--- config.mk ---
export PLATFORM = sky130hd
export DESIGN_NAME = tcp_reset_reply_builder_top
export DESIGN_NICKNAME = d
export VERILOG_FILES = /design/src/design/trrb_pkg.sv /design/src/design/tcp_reset_reply_builder_top.sv /design/src/design/trrb_rx_capture.sv /design/src/design/trrb_csum.sv /design/src/design/trrb_tx.sv
export SDC_FILE = /design/constraint.sdc
export NUM_CORES = 1
export LEC_CHECK = 0
export BUFFER_PORTS_ARGS = -buffer_cell sky130_fd_sc_hd__buf_4
export CAP_MARGIN = 15
export CORE_MARGIN = 1.5
export CORE_UTILIZATION = 42
export CTS_BUF_LIST = sky130_fd_sc_hd__clkbuf_8
export DETAILED_ROUTE_END_ITERATION = 16
export PLACE_DENSITY = 0.6
export SETUP_SLACK_MARGIN = 0.05
export SKIP_LAST_GASP = 1
export SYNTH_ARGS = -nofsm -noshare
export SYNTH_HDL_FRONTEND = slang
export SYNTH_SLANG_ARGS = --single-unit
--- constraint.sdc ---
create_clock -name clk -period 17.3 [get_ports clk]
set_input_delay 3.46 -clock clk [delete_from_list [all_inputs] [get_ports clk]]
set_output_delay 3.46 -clock clk [all_outputs]
set_load 0.005 [all_outputs]
--- src/design/trrb_pkg.sv ---
package trrb_pkg;

	localparam int REPLY_BYTES = 54;
	localparam int IDX_W       = 6;
	localparam int ACC_W       = 20;

	// Fixed fields of the reply frame.
	localparam logic [15:0] ETHERTYPE_IPV4 = 16'h0800;
	localparam logic [7:0]  IP_VER_IHL     = 8'h45;
	localparam logic [7:0]  IP_TOS         = 8'h01;
	localparam logic [15:0] IP_TOTAL_LEN   = 16'h0028;
	localparam logic [15:0] IP_IDENT       = 16'h0800;
	localparam logic [15:0] IP_FRAG        = 16'h0000;
	localparam logic [7:0]  IP_TTL         = 8'hff;
	localparam logic [7:0]  PROTO_TCP      = 8'h06;
	localparam logic [7:0]  TCP_DATA_OFF   = 8'h50;
	localparam logic [7:0]  TCP_FLAG_RST   = 8'h04;
	localparam logic [15:0] TCP_URGENT     = 16'h0000;
	localparam logic [15:0] TCP_SEG_LEN    = 16'h0014;
	localparam logic [3:0]  IHL_MIN        = 4'd5;

	// Constant parts of the two ones-complement sums.
	localparam logic [ACC_W-1:0] IP_CSUM_INIT = ACC_W'({IP_VER_IHL, IP_TOS})
		+ ACC_W'(IP_TOTAL_LEN) + ACC_W'(IP_IDENT) + ACC_W'(IP_FRAG)
		+ ACC_W'({IP_TTL, PROTO_TCP});
	localparam logic [ACC_W-1:0] TCP_CSUM_INIT = ACC_W'({TCP_DATA_OFF, TCP_FLAG_RST})
		+ ACC_W'(TCP_URGENT) + ACC_W'({8'h00, PROTO_TCP}) + ACC_W'(TCP_SEG_LEN);

	typedef struct packed {
		logic [47:0] dest_mac;
		logic [47:0] src_mac;
		logic [31:0] src_ip;
		logic [31:0] dst_ip;
		logic [15:0] src_port;
		logic [15:0] dst_port;
		logic [31:0] ack;
		logic [15:0] window;
	} hdr_t;

	typedef struct packed {
		logic [15:0] ip_csum;
		logic [15:0] tcp_csum;
	} csum_t;

endpackage

--- src/design/tcp_reset_reply_builder_top.sv ---
// Receives an Ethernet frame one byte per transaction, captures the MAC, IPv4
// and TCP header fields, and after the last byte of a TCP segment that is not
// itself a reset and is neither to nor from local_ip, sends back a 54-byte TCP
// reset with swapped addresses and ports and valid IP and TCP checksums. Input
// bytes are taken one per cycle while in_ready is high. The last input byte
// sets a frame-end flag, from which the reply header is snapshotted once the
// transmitter is free; the reply then leaves at one byte per cycle while the
// sink is ready, through a single output register. While a reply is still
// being serialized, input keeps flowing until the next frame that also wants
// a reply has ended; that frame end then holds the input off until the
// snapshot is free again. The checksums are summed one word per cycle in a
// small accumulator that restarts with each snapshot.
module tcp_reset_reply_builder_top #(
	parameter int MAX_FRAME_BYTES = 2048
) (
	input  logic        clk,
	input  logic        arst_n,
	input  logic        in_valid,
	output logic        in_ready,
	input  logic [7:0]  rx_byte,
	input  logic        rx_last,
	output logic        out_valid,
	input  logic        out_ready,
	output logic [7:0]  tx_byte,
	output logic        tx_last,
	input  logic        local_ip_we,
	input  logic [31:0] local_ip
);
	import trrb_pkg::*;

	hdr_t hdr;
	logic reply_start;
	logic tx_busy;

	trrb_rx_capture #(
		.MAX_FRAME_BYTES (MAX_FRAME_BYTES)
	) u_rx (
		.clk         (clk),
		.arst_n      (arst_n),
		.in_valid    (in_valid),
		.in_ready    (in_ready),
		.rx_byte     (rx_byte),
		.rx_last     (rx_last),
		.local_ip_we (local_ip_we),
		.local_ip    (local_ip),
		.tx_busy     (tx_busy),
		.reply_start (reply_start),
		.hdr         (hdr)
	);

	trrb_tx u_tx (
		.clk       (clk),
		.arst_n    (arst_n),
		.start     (reply_start),
		.hdr       (hdr),
		.busy      (tx_busy),
		.out_valid (out_valid),
		.out_ready (out_ready),
		.tx_byte   (tx_byte),
		.tx_last   (tx_last)
	);

endmodule

--- src/design/trrb_rx_capture.sv ---
module trrb_rx_capture #(
	parameter int MAX_FRAME_BYTES = 2048
) (
	input  logic          clk,
	input  logic          arst_n,
	input  logic          in_valid,
	output logic          in_ready,
	input  logic [7:0]    rx_byte,
	input  logic          rx_last,
	input  logic          local_ip_we,
	input  logic [31:0]   local_ip,
	input  logic          tx_busy,
	output logic          reply_start,
	output trrb_pkg::hdr_t hdr
);
	import trrb_pkg::*;

	localparam int CNT_W = $clog2(MAX_FRAME_BYTES + 1);
	localparam logic [CNT_W-1:0] MAX_CNT = CNT_W'(MAX_FRAME_BYTES);
	localparam logic [CNT_W-1:0] POS_SMAC  = CNT_W'(6);
	localparam logic [CNT_W-1:0] POS_ETYPE = CNT_W'(12);
	localparam logic [CNT_W-1:0] POS_IHL   = CNT_W'(14);
	localparam logic [CNT_W-1:0] POS_PROTO = CNT_W'(23);
	localparam logic [CNT_W-1:0] POS_SIP   = CNT_W'(26);
	localparam logic [CNT_W-1:0] POS_DIP   = CNT_W'(30);
	localparam logic [CNT_W-1:0] POS_L4    = CNT_W'(34);
	localparam logic [CNT_W-1:0] OFF_DPORT = CNT_W'(2);
	localparam logic [CNT_W-1:0] OFF_ACK   = CNT_W'(8);
	localparam logic [CNT_W-1:0] OFF_ACK_E = CNT_W'(12);
	localparam logic [CNT_W-1:0] OFF_FLAGS = CNT_W'(13);
	localparam logic [CNT_W-1:0] OFF_WIN   = CNT_W'(14);
	localparam logic [CNT_W-1:0] OFF_WIN_E = CNT_W'(16);

	logic [CNT_W-1:0] byte_count_q;
	logic [CNT_W-1:0] frame_count_q;
	logic             end_q;
	logic [31:0]      local_ip_q;
	logic [3:0]       header_len_q;
	logic [7:0]       ip_protocol_q;
	logic [7:0]       tcp_flags_q;
	hdr_t             hdr_q;

	logic             accept;
	logic             cap_en;
	logic [CNT_W-1:0] count_next;
	logic [CNT_W-1:0] tcp_start;
	logic [CNT_W-1:0] tcp_off;
	logic             in_tcp;
	logic [CNT_W-1:0] need;
	logic             want;

	assign accept     = in_valid && in_ready;
	assign cap_en     = accept && (byte_count_q < MAX_CNT);
	assign count_next = cap_en ? byte_count_q + 1'b1 : byte_count_q;
	assign tcp_start  = POS_IHL + CNT_W'({header_len_q, 2'b00});
	assign in_tcp     = (byte_count_q >= POS_L4) && (byte_count_q >= tcp_start);
	assign tcp_off    = byte_count_q - tcp_start;
	assign need       = POS_L4 + CNT_W'({header_len_q, 2'b00});

	assign want = (header_len_q >= IHL_MIN) && (frame_count_q >= need)
		&& (ip_protocol_q == PROTO_TCP)
		&& (hdr_q.src_ip != local_ip_q) && (hdr_q.dst_ip != local_ip_q)
		&& ((tcp_flags_q & TCP_FLAG_RST) == 8'h00);

	// A finished frame that wants a reply waits here while the previous reply
	// still owns the transmit snapshot; input is held off meanwhile.
	assign in_ready    = !(end_q && want && tx_busy);
	assign reply_start = end_q && want && !tx_busy;
	assign hdr         = hdr_q;

	always_ff @(posedge clk or negedge arst_n) begin
		if (!arst_n) begin
			byte_count_q  <= '0;
			frame_count_q <= '0;
			end_q         <= 1'b0;
			local_ip_q    <= '0;
			header_len_q  <= '0;
			ip_protocol_q <= '0;
			tcp_flags_q   <= '0;
			hdr_q         <= '0;
		end else begin
			if (local_ip_we) begin
				local_ip_q <= local_ip;
			end
			if (accept && rx_last) begin
				end_q         <= 1'b1;
				frame_count_q <= count_next;
				byte_count_q  <= '0;
			end else begin
				if (!(want && tx_busy)) begin
					end_q <= 1'b0;
				end
				byte_count_q <= count_next;
			end
			if (cap_en) begin
				if (byte_count_q < POS_SMAC) begin
					hdr_q.dest_mac <= {hdr_q.dest_mac[39:0], rx_byte};
				end else if (byte_count_q < POS_ETYPE) begin
					hdr_q.src_mac <= {hdr_q.src_mac[39:0], rx_byte};
				end else if (byte_count_q == POS_IHL) begin
					header_len_q <= rx_byte[3:0];
				end else if (byte_count_q == POS_PROTO) begin
					ip_protocol_q <= rx_byte;
				end else if (byte_count_q >= POS_SIP && byte_count_q < POS_DIP) begin
					hdr_q.src_ip <= {hdr_q.src_ip[23:0], rx_byte};
				end else if (byte_count_q >= POS_DIP && byte_count_q < POS_L4) begin
					hdr_q.dst_ip <= {hdr_q.dst_ip[23:0], rx_byte};
				end
				if (in_tcp) begin
					if (tcp_off < OFF_DPORT) begin
						hdr_q.src_port <= {hdr_q.src_port[7:0], rx_byte};
					end else if (tcp_off < OFF_DPORT + OFF_DPORT) begin
						hdr_q.dst_port <= {hdr_q.dst_port[7:0], rx_byte};
					end else if (tcp_off >= OFF_ACK && tcp_off < OFF_ACK_E) begin
						hdr_q.ack <= {hdr_q.ack[23:0], rx_byte};
					end else if (tcp_off == OFF_FLAGS) begin
						tcp_flags_q <= rx_byte;
					end else if (tcp_off >= OFF_WIN && tcp_off < OFF_WIN_E) begin
						hdr_q.window <= {hdr_q.window[7:0], rx_byte};
					end
				end
			end
		end
	end

endmodule

--- src/design/trrb_csum.sv ---
module trrb_csum (
	input  logic            clk,
	input  logic            arst_n,
	input  logic            start,
	input  trrb_pkg::hdr_t  snap,
	input  logic [31:0]     seq,
	input  logic [31:0]     ackn,
	output trrb_pkg::csum_t csum
);
	import trrb_pkg::*;

	localparam logic [4:0] STEP_IP_FOLD  = 5'd4;
	localparam logic [4:0] STEP_IP_DONE  = 5'd5;
	localparam logic [4:0] STEP_TCP_FOLD = 5'd17;
	localparam logic [4:0] STEP_TCP_DONE = 5'd18;

	logic [ACC_W-1:0] acc_q;
	logic [4:0]       step_q;
	logic             run_q;
	csum_t            csum_q;

	logic [15:0]      word;
	logic [ACC_W-1:0] fold1;
	logic [15:0]      fold2;

	always_comb begin
		case (step_q)
			5'd0:    word = snap.dst_ip[31:16];
			5'd1:    word = snap.dst_ip[15:0];
			5'd2:    word = snap.src_ip[31:16];
			5'd3:    word = snap.src_ip[15:0];
			5'd6:    word = snap.dst_port;
			5'd7:    word = snap.src_port;
			5'd8:    word = seq[31:16];
			5'd9:    word = seq[15:0];
			5'd10:   word = ackn[31:16];
			5'd11:   word = ackn[15:0];
			5'd12:   word = snap.window;
			5'd13:   word = snap.dst_ip[31:16];
			5'd14:   word = snap.dst_ip[15:0];
			5'd15:   word = snap.src_ip[31:16];
			5'd16:   word = snap.src_ip[15:0];
			default: word = 16'h0000;
		endcase
	end

	// Two end-around folds bring the 20-bit running sum back to 16 bits.
	assign fold1 = ACC_W'(acc_q[15:0]) + ACC_W'(acc_q[ACC_W-1:16]);
	assign fold2 = acc_q[15:0] + 16'(acc_q[16]);
	assign csum  = csum_q;

	always_ff @(posedge clk or negedge arst_n) begin
		if (!arst_n) begin
			run_q  <= 1'b0;
			step_q <= '0;
		end else if (start) begin
			run_q  <= 1'b1;
			step_q <= '0;
		end else if (run_q) begin
			step_q <= step_q + 1'b1;
			if (step_q == STEP_TCP_DONE) begin
				run_q <= 1'b0;
			end
		end
	end

	always_ff @(posedge clk) begin
		if (start) begin
			acc_q <= IP_CSUM_INIT;
		end else if (run_q) begin
			if (step_q == STEP_IP_FOLD || step_q == STEP_TCP_FOLD) begin
				acc_q <= fold1;
			end else if (step_q == STEP_IP_DONE) begin
				csum_q.ip_csum <= ~fold2;
				acc_q          <= TCP_CSUM_INIT;
			end else if (step_q == STEP_TCP_DONE) begin
				csum_q.tcp_csum <= ~fold2;
			end else begin
				acc_q <= acc_q + ACC_W'(word);
			end
		end
	end

endmodule

--- src/design/trrb_tx.sv ---
module trrb_tx (
	input  logic           clk,
	input  logic           arst_n,
	input  logic           start,
	input  trrb_pkg::hdr_t hdr,
	output logic           busy,
	output logic           out_valid,
	input  logic           out_ready,
	output logic [7:0]     tx_byte,
	output logic           tx_last
);
	import trrb_pkg::*;

	localparam logic [IDX_W-1:0] LAST_IDX = IDX_W'(REPLY_BYTES - 1);

	hdr_t             snap_q;
	logic [31:0]      seq_q;
	logic [31:0]      ackn_q;
	logic             busy_q;
	logic [IDX_W-1:0] idx_q;
	logic             out_valid_q;
	logic [7:0]       tx_byte_q;
	logic             tx_last_q;

	csum_t                  csum;
	logic [REPLY_BYTES*8-1:0] frame;
	logic                   issue;

	trrb_csum u_csum (
		.clk    (clk),
		.arst_n (arst_n),
		.start  (start),
		.snap   (snap_q),
		.seq    (seq_q),
		.ackn   (ackn_q),
		.csum   (csum)
	);

	// The IP checksum settles first and the TCP checksum after it, both well
	// before the serializer reaches either.
	assign frame = {snap_q.src_mac, snap_q.dest_mac, ETHERTYPE_IPV4,
		IP_VER_IHL, IP_TOS, IP_TOTAL_LEN, IP_IDENT, IP_FRAG, IP_TTL, PROTO_TCP,
		csum.ip_csum, snap_q.dst_ip, snap_q.src_ip,
		snap_q.dst_port, snap_q.src_port, seq_q, ackn_q,
		TCP_DATA_OFF, TCP_FLAG_RST, snap_q.window, csum.tcp_csum, TCP_URGENT};

	assign issue     = busy_q && (!out_valid_q || out_ready);
	assign busy      = busy_q;
	assign out_valid = out_valid_q;
	assign tx_byte   = tx_byte_q;
	assign tx_last   = tx_last_q;

	always_ff @(posedge clk) begin
		if (start) begin
			snap_q <= hdr;
			seq_q  <= hdr.ack + 32'(hdr.window) - 32'd2;
			ackn_q <= hdr.ack + 32'(hdr.window) - 32'd1;
		end
		if (issue) begin
			tx_byte_q <= frame[8*(REPLY_BYTES - 1 - int'(idx_q)) +: 8];
			tx_last_q <= (idx_q == LAST_IDX);
		end
	end

	always_ff @(posedge clk or negedge arst_n) begin
		if (!arst_n) begin
			busy_q      <= 1'b0;
			idx_q       <= '0;
			out_valid_q <= 1'b0;
		end else begin
			if (start) begin
				busy_q <= 1'b1;
				idx_q  <= '0;
			end else if (issue) begin
				idx_q <= idx_q + 1'b1;
				if (idx_q == LAST_IDX) begin
					busy_q <= 1'b0;
				end
			end
			if (issue) begin
				out_valid_q <= 1'b1;
			end else if (out_ready) begin
				out_valid_q <= 1'b0;
			end
		end
	end

endmodule

==> results.sh <==
export IMPL_fp_dieH_um=278
export IMPL_synth_seq_cells=656
export IMPL_r2r_end="u_tx.u_csum.acc_q[16]$_SDFFE_PN1P_"
export IMPL_finClkSkew_ps=37.9
export IMPL_rows=100
export IMPL_yosysSeqAreaShare_pct=56.4
export IMPL_viasPerCell=5.87
export IMPL_netlist_area_sq_mm=0.0317
export IMPL_die_area_sq_mm=0.0771
export IMPL_ir_drop_uv=117
export IMPL_slew_headroom_pct=26.1
export IMPL_worst_endpoint_required_ps=13840
export IMPL_grt_overflow=0
export IMPL_hp_class="reg -> reg"
export IMPL_dp_cells=3373
export IMPL_reg2reg_from="u_tx.u_csum.step_q[0]$_DFFE_PN0P_"
export IMPL_grt_pass1_wl_um=134000
export IMPL_start_kind="flop"
export IMPL_cts_buffers_inserted=108
export IMPL_cts_buffer_depth=3
export IMPL_clkTransAtPathRegs_ps=60
export IMPL_crit_cells=10
export IMPL_arrival_ps=3380
export IMPL_clock_latency_ps=730
export IMPL_drt_wl_total_um=89300
export IMPL_ioPinCount=57
export IMPL_critical_path_endpoint_type="output pin"
export IMPL_route_vias_total=21000
export IMPL_worstSetupStartpoint="u_rx.header_len_q[0]$_DFFE_PN0P_"
export IMPL_portBuffers=56
export IMPL_clock_sinks=656
export IMPL_post_cts_buffers=0
export IMPL_syn_to_final_growth_pct=11.9
export IMPL_final_cell_area_sq_mm=0.0355
export IMPL_leakagePower_nw=14.5
export IMPL_crit_type="reg -> out"
export IMPL_crit_end="in_ready"
export IMPL_crit_fanout=6
export IMPL_drive_gt1_share_pct=24.5
export IMPL_nets=2629
export IMPL_die_w_um=278
export IMPL_initialDrtViolationCount=2298
export IMPL_dpl_cell_area_sq_mm=0.0332
export IMPL_grt_max_degree=172
export IMPL_regToRegSetupSlack_ps=11650
export IMPL_cts_tree="yes"
export IMPL_max_stage_delay_ps=530
export IMPL_fin_crit_sh_pct=39.5
export IMPL_start_util_pct=42.5
export IMPL_ys_flop_type="dfrtp_1"
export IMPL_ant_nets=0
export IMPL_maxCapViolations=0
export IMPL_cpLargestDelayFamily="simple AND/OR/NAND/NOR gates"
export IMPL_post_route_util_pct=47.6
export IMPL_ys_types=86
export IMPL_async_flop_share_pct=49.2
export IMPL_coreArea_sq_mm=0.0746
export IMPL_final_hold_viol_count=0
export IMPL_fmax_ghz=0.146
export IMPL_cp_slowest_cell="or2_2"
export IMPL_crit_chain="inv_1 > ha_1 > a21o_1 > a21o_1 > a21o_1 > a21oi_1 > o21ai_1 > nand4_1 > or2_2 > buf_4"
export IMPL_min_period_ps=6840
export IMPL_power_per_cell_area_mw_per_mm2=120
export IMPL_drc_errors=0
export IMPL_hpwlAfterDp_um=63400
export IMPL_hp_start="u_rx.hdr[63]$_DFFE_PN0P_"
export IMPL_syn_nets=2555
export IMPL_synth_edf_count=313
export IMPL_r2r_cells=22
export IMPL_yosys_warnings=0
export IMPL_drt_pass1_iterations=12
export IMPL_grt_usage_pct=23.1
export IMPL_ctsHoldBuffers=0
export IMPL_setup_violations=0
export IMPL_cp_common_cell="a21o_1"
export IMPL_syn_inst=2440
export IMPL_crit_buf_inv=2
export IMPL_gp_congestion=0.910
export IMPL_wl_per_cell_um=25.0
export IMPL_htree_num_levels=3
export IMPL_syn_avg_cell_area_sq_um=13.0
export IMPL_report_final_slew_viol_count=0
export IMPL_rsz0062_at_grt="false"
export IMPL_grt_pass1_vias=21200
export IMPL_whs_ps=445
export IMPL_antenna_found_initial=7
export IMPL_instances_no_fill=3579
export IMPL_cts_root_buf="clkbuf_8"
export IMPL_tns_ps=0
export IMPL_status="finished, final reports clean"
export IMPL_worst_slew_pin_slew_ps=1110
export IMPL_cts_resized=0
cells in the final DEF (no fill, tap or decap), types with 73 or more instances in the layout:
| cell type | count |
|---|---|
| xor2_1 | 73 |
| nand2_1 | 140 |
| o21ai_0 | 79 |
| inv_1 | 83 |
| mux2_2 | 289 |
| edfxtp_1 | 313 |
| xnor2_1 | 136 |
| a21oi_1 | 87 |
| dfrtp_1 | 321 |
| clkbuf_8 | 129 |
| nor2_1 | 137 |
| buf_4 | 87 |
through the flow:
step | total power [mW] | worst slack, ps
detailed placement | 2.87 | 11230
finish | 4.24 | 10460
global placement | 2.85 | 11230
CTS | 4.26 | 10450
floorplan | 2.48 | 3540
global route | 4.42 | 10250
power by group:
group	switching, mW	internal (mW)	total, mW
Combinational	0.582	0.392	0.975
Sequential	0.115	1.76	1.87
Clock	0.638	0.755	1.39
Total	1.34	2.91	4.24
cell families (layout without fill, tap and decap cells):
logic type,after synthesis,count (layout),synth area share (%)
flip-flops,656,656,56.4
other,0,4,0
AO/OA/AOI/OAI,411,411,8.83
XOR/XNOR,211,211,5.83
AND/OR/NAND/NOR,540,540,8.42
buffers and inverters,169,335,2.08
multiplexers,384,384,15.6
adder cells (fa/ha/maj),69,69,2.82
area by class of cell:
cell class                 count  area, sq um
clock buffer                 129         1780
timing repair buffer          90          708
tap                          969         1210
antenna                        4         10.0
multi-input combinational   1615        13200
sequential                   656        17900
fill                        6611        39100
clock inverter                73          475
inverter                      43          161
routing by layer:
metal,vias to the layer above,GRT usage (%),wire [um]
li1,9337,-,-
met1,10600,29.6,36000
met2,877,37.6,42400
met3,190,5.64,7490
met4,2,8.79,3380
met5,-,0,12
worst min-delay path by stage:
stage | to | slack (ps) | cells past startpoint
after floorplan | u_tx.frame[136]$_DFFE_PN_ | 420 | 0
after global placement | u_tx.frame[155]$_DFFE_PN_ | 430 | 0
after detailed placement | u_tx.frame[378]$_DFFE_PN_ | 430 | 0
after CTS | u_tx.frame[141]$_DFFE_PN_ | 430 | 0
after global routing | u_tx.frame[141]$_DFFE_PN_ | 440 | 0
final | u_tx.frame[159]$_DFFE_PN_ | 450 | 0
synthesized netlist by cell type (all sizes together) (7+ instances only):
master / number / area (sq um)
nor3: 40 / 211
o21a: 10 / 75.1
clkbuf: 98 / 369
mux4: 59 / 1330
a21oi: 89 / 453
nor4: 21 / 150
o21ai: 85 / 425
xnor2: 138 / 1210
xor2: 73 / 639
a222oi: 16 / 160
a22oi: 66 / 505
ha: 65 / 813
buf: 28 / 128
and3: 28 / 180
nand2b: 11 / 68.8
nand3: 58 / 290
nand4: 31 / 194
edfxtp: 313 / 9400
nand2: 141 / 532
dfrtp: 323 / 8080
a211oi: 15 / 118
nor2b: 13 / 81.3
o311ai: 7 / 61.3
nor2: 138 / 518
o22ai: 13 / 81.3
or3: 17 / 111
and2: 15 / 93.8
dfxtp: 20 / 400
mux2i: 34 / 340
a31oi: 7 / 43.8
inv: 43 / 161
a221oi: 25 / 225
a21o: 22 / 165
mux2: 291 / 3280
registers in the layout, summed over array words and instances (netlist names):
| register | cells |
|---|---|
| u_rx.hdr | 240 |
| u_tx.frame | 208 |
| u_rx.local_ip_q | 32 |
| u_tx.ackn_q | 32 |
| u_tx.seq_q | 32 |
| u_tx.u_csum.csum | 32 |
| u_tx.u_csum.acc_q | 20 |
| u_rx.byte_count_q | 12 |
| u_rx.frame_count_q | 11 |
| u_rx.ip_protocol_q | 8 |
| u_tx.tx_byte | 8 |
| u_tx.idx_q | 6 |
| u_tx.u_csum.step_q | 5 |
| u_rx.header_len_q | 4 |
| u_rx.end_q | 1 |
| u_rx.tcp_flags_q | 1 |
| u_tx.busy | 1 |
| u_tx.out_valid | 1 |
| u_tx.tx_last | 1 |
| u_tx.u_csum.run_q | 1 |
Power figures use the tool's default switching activity.
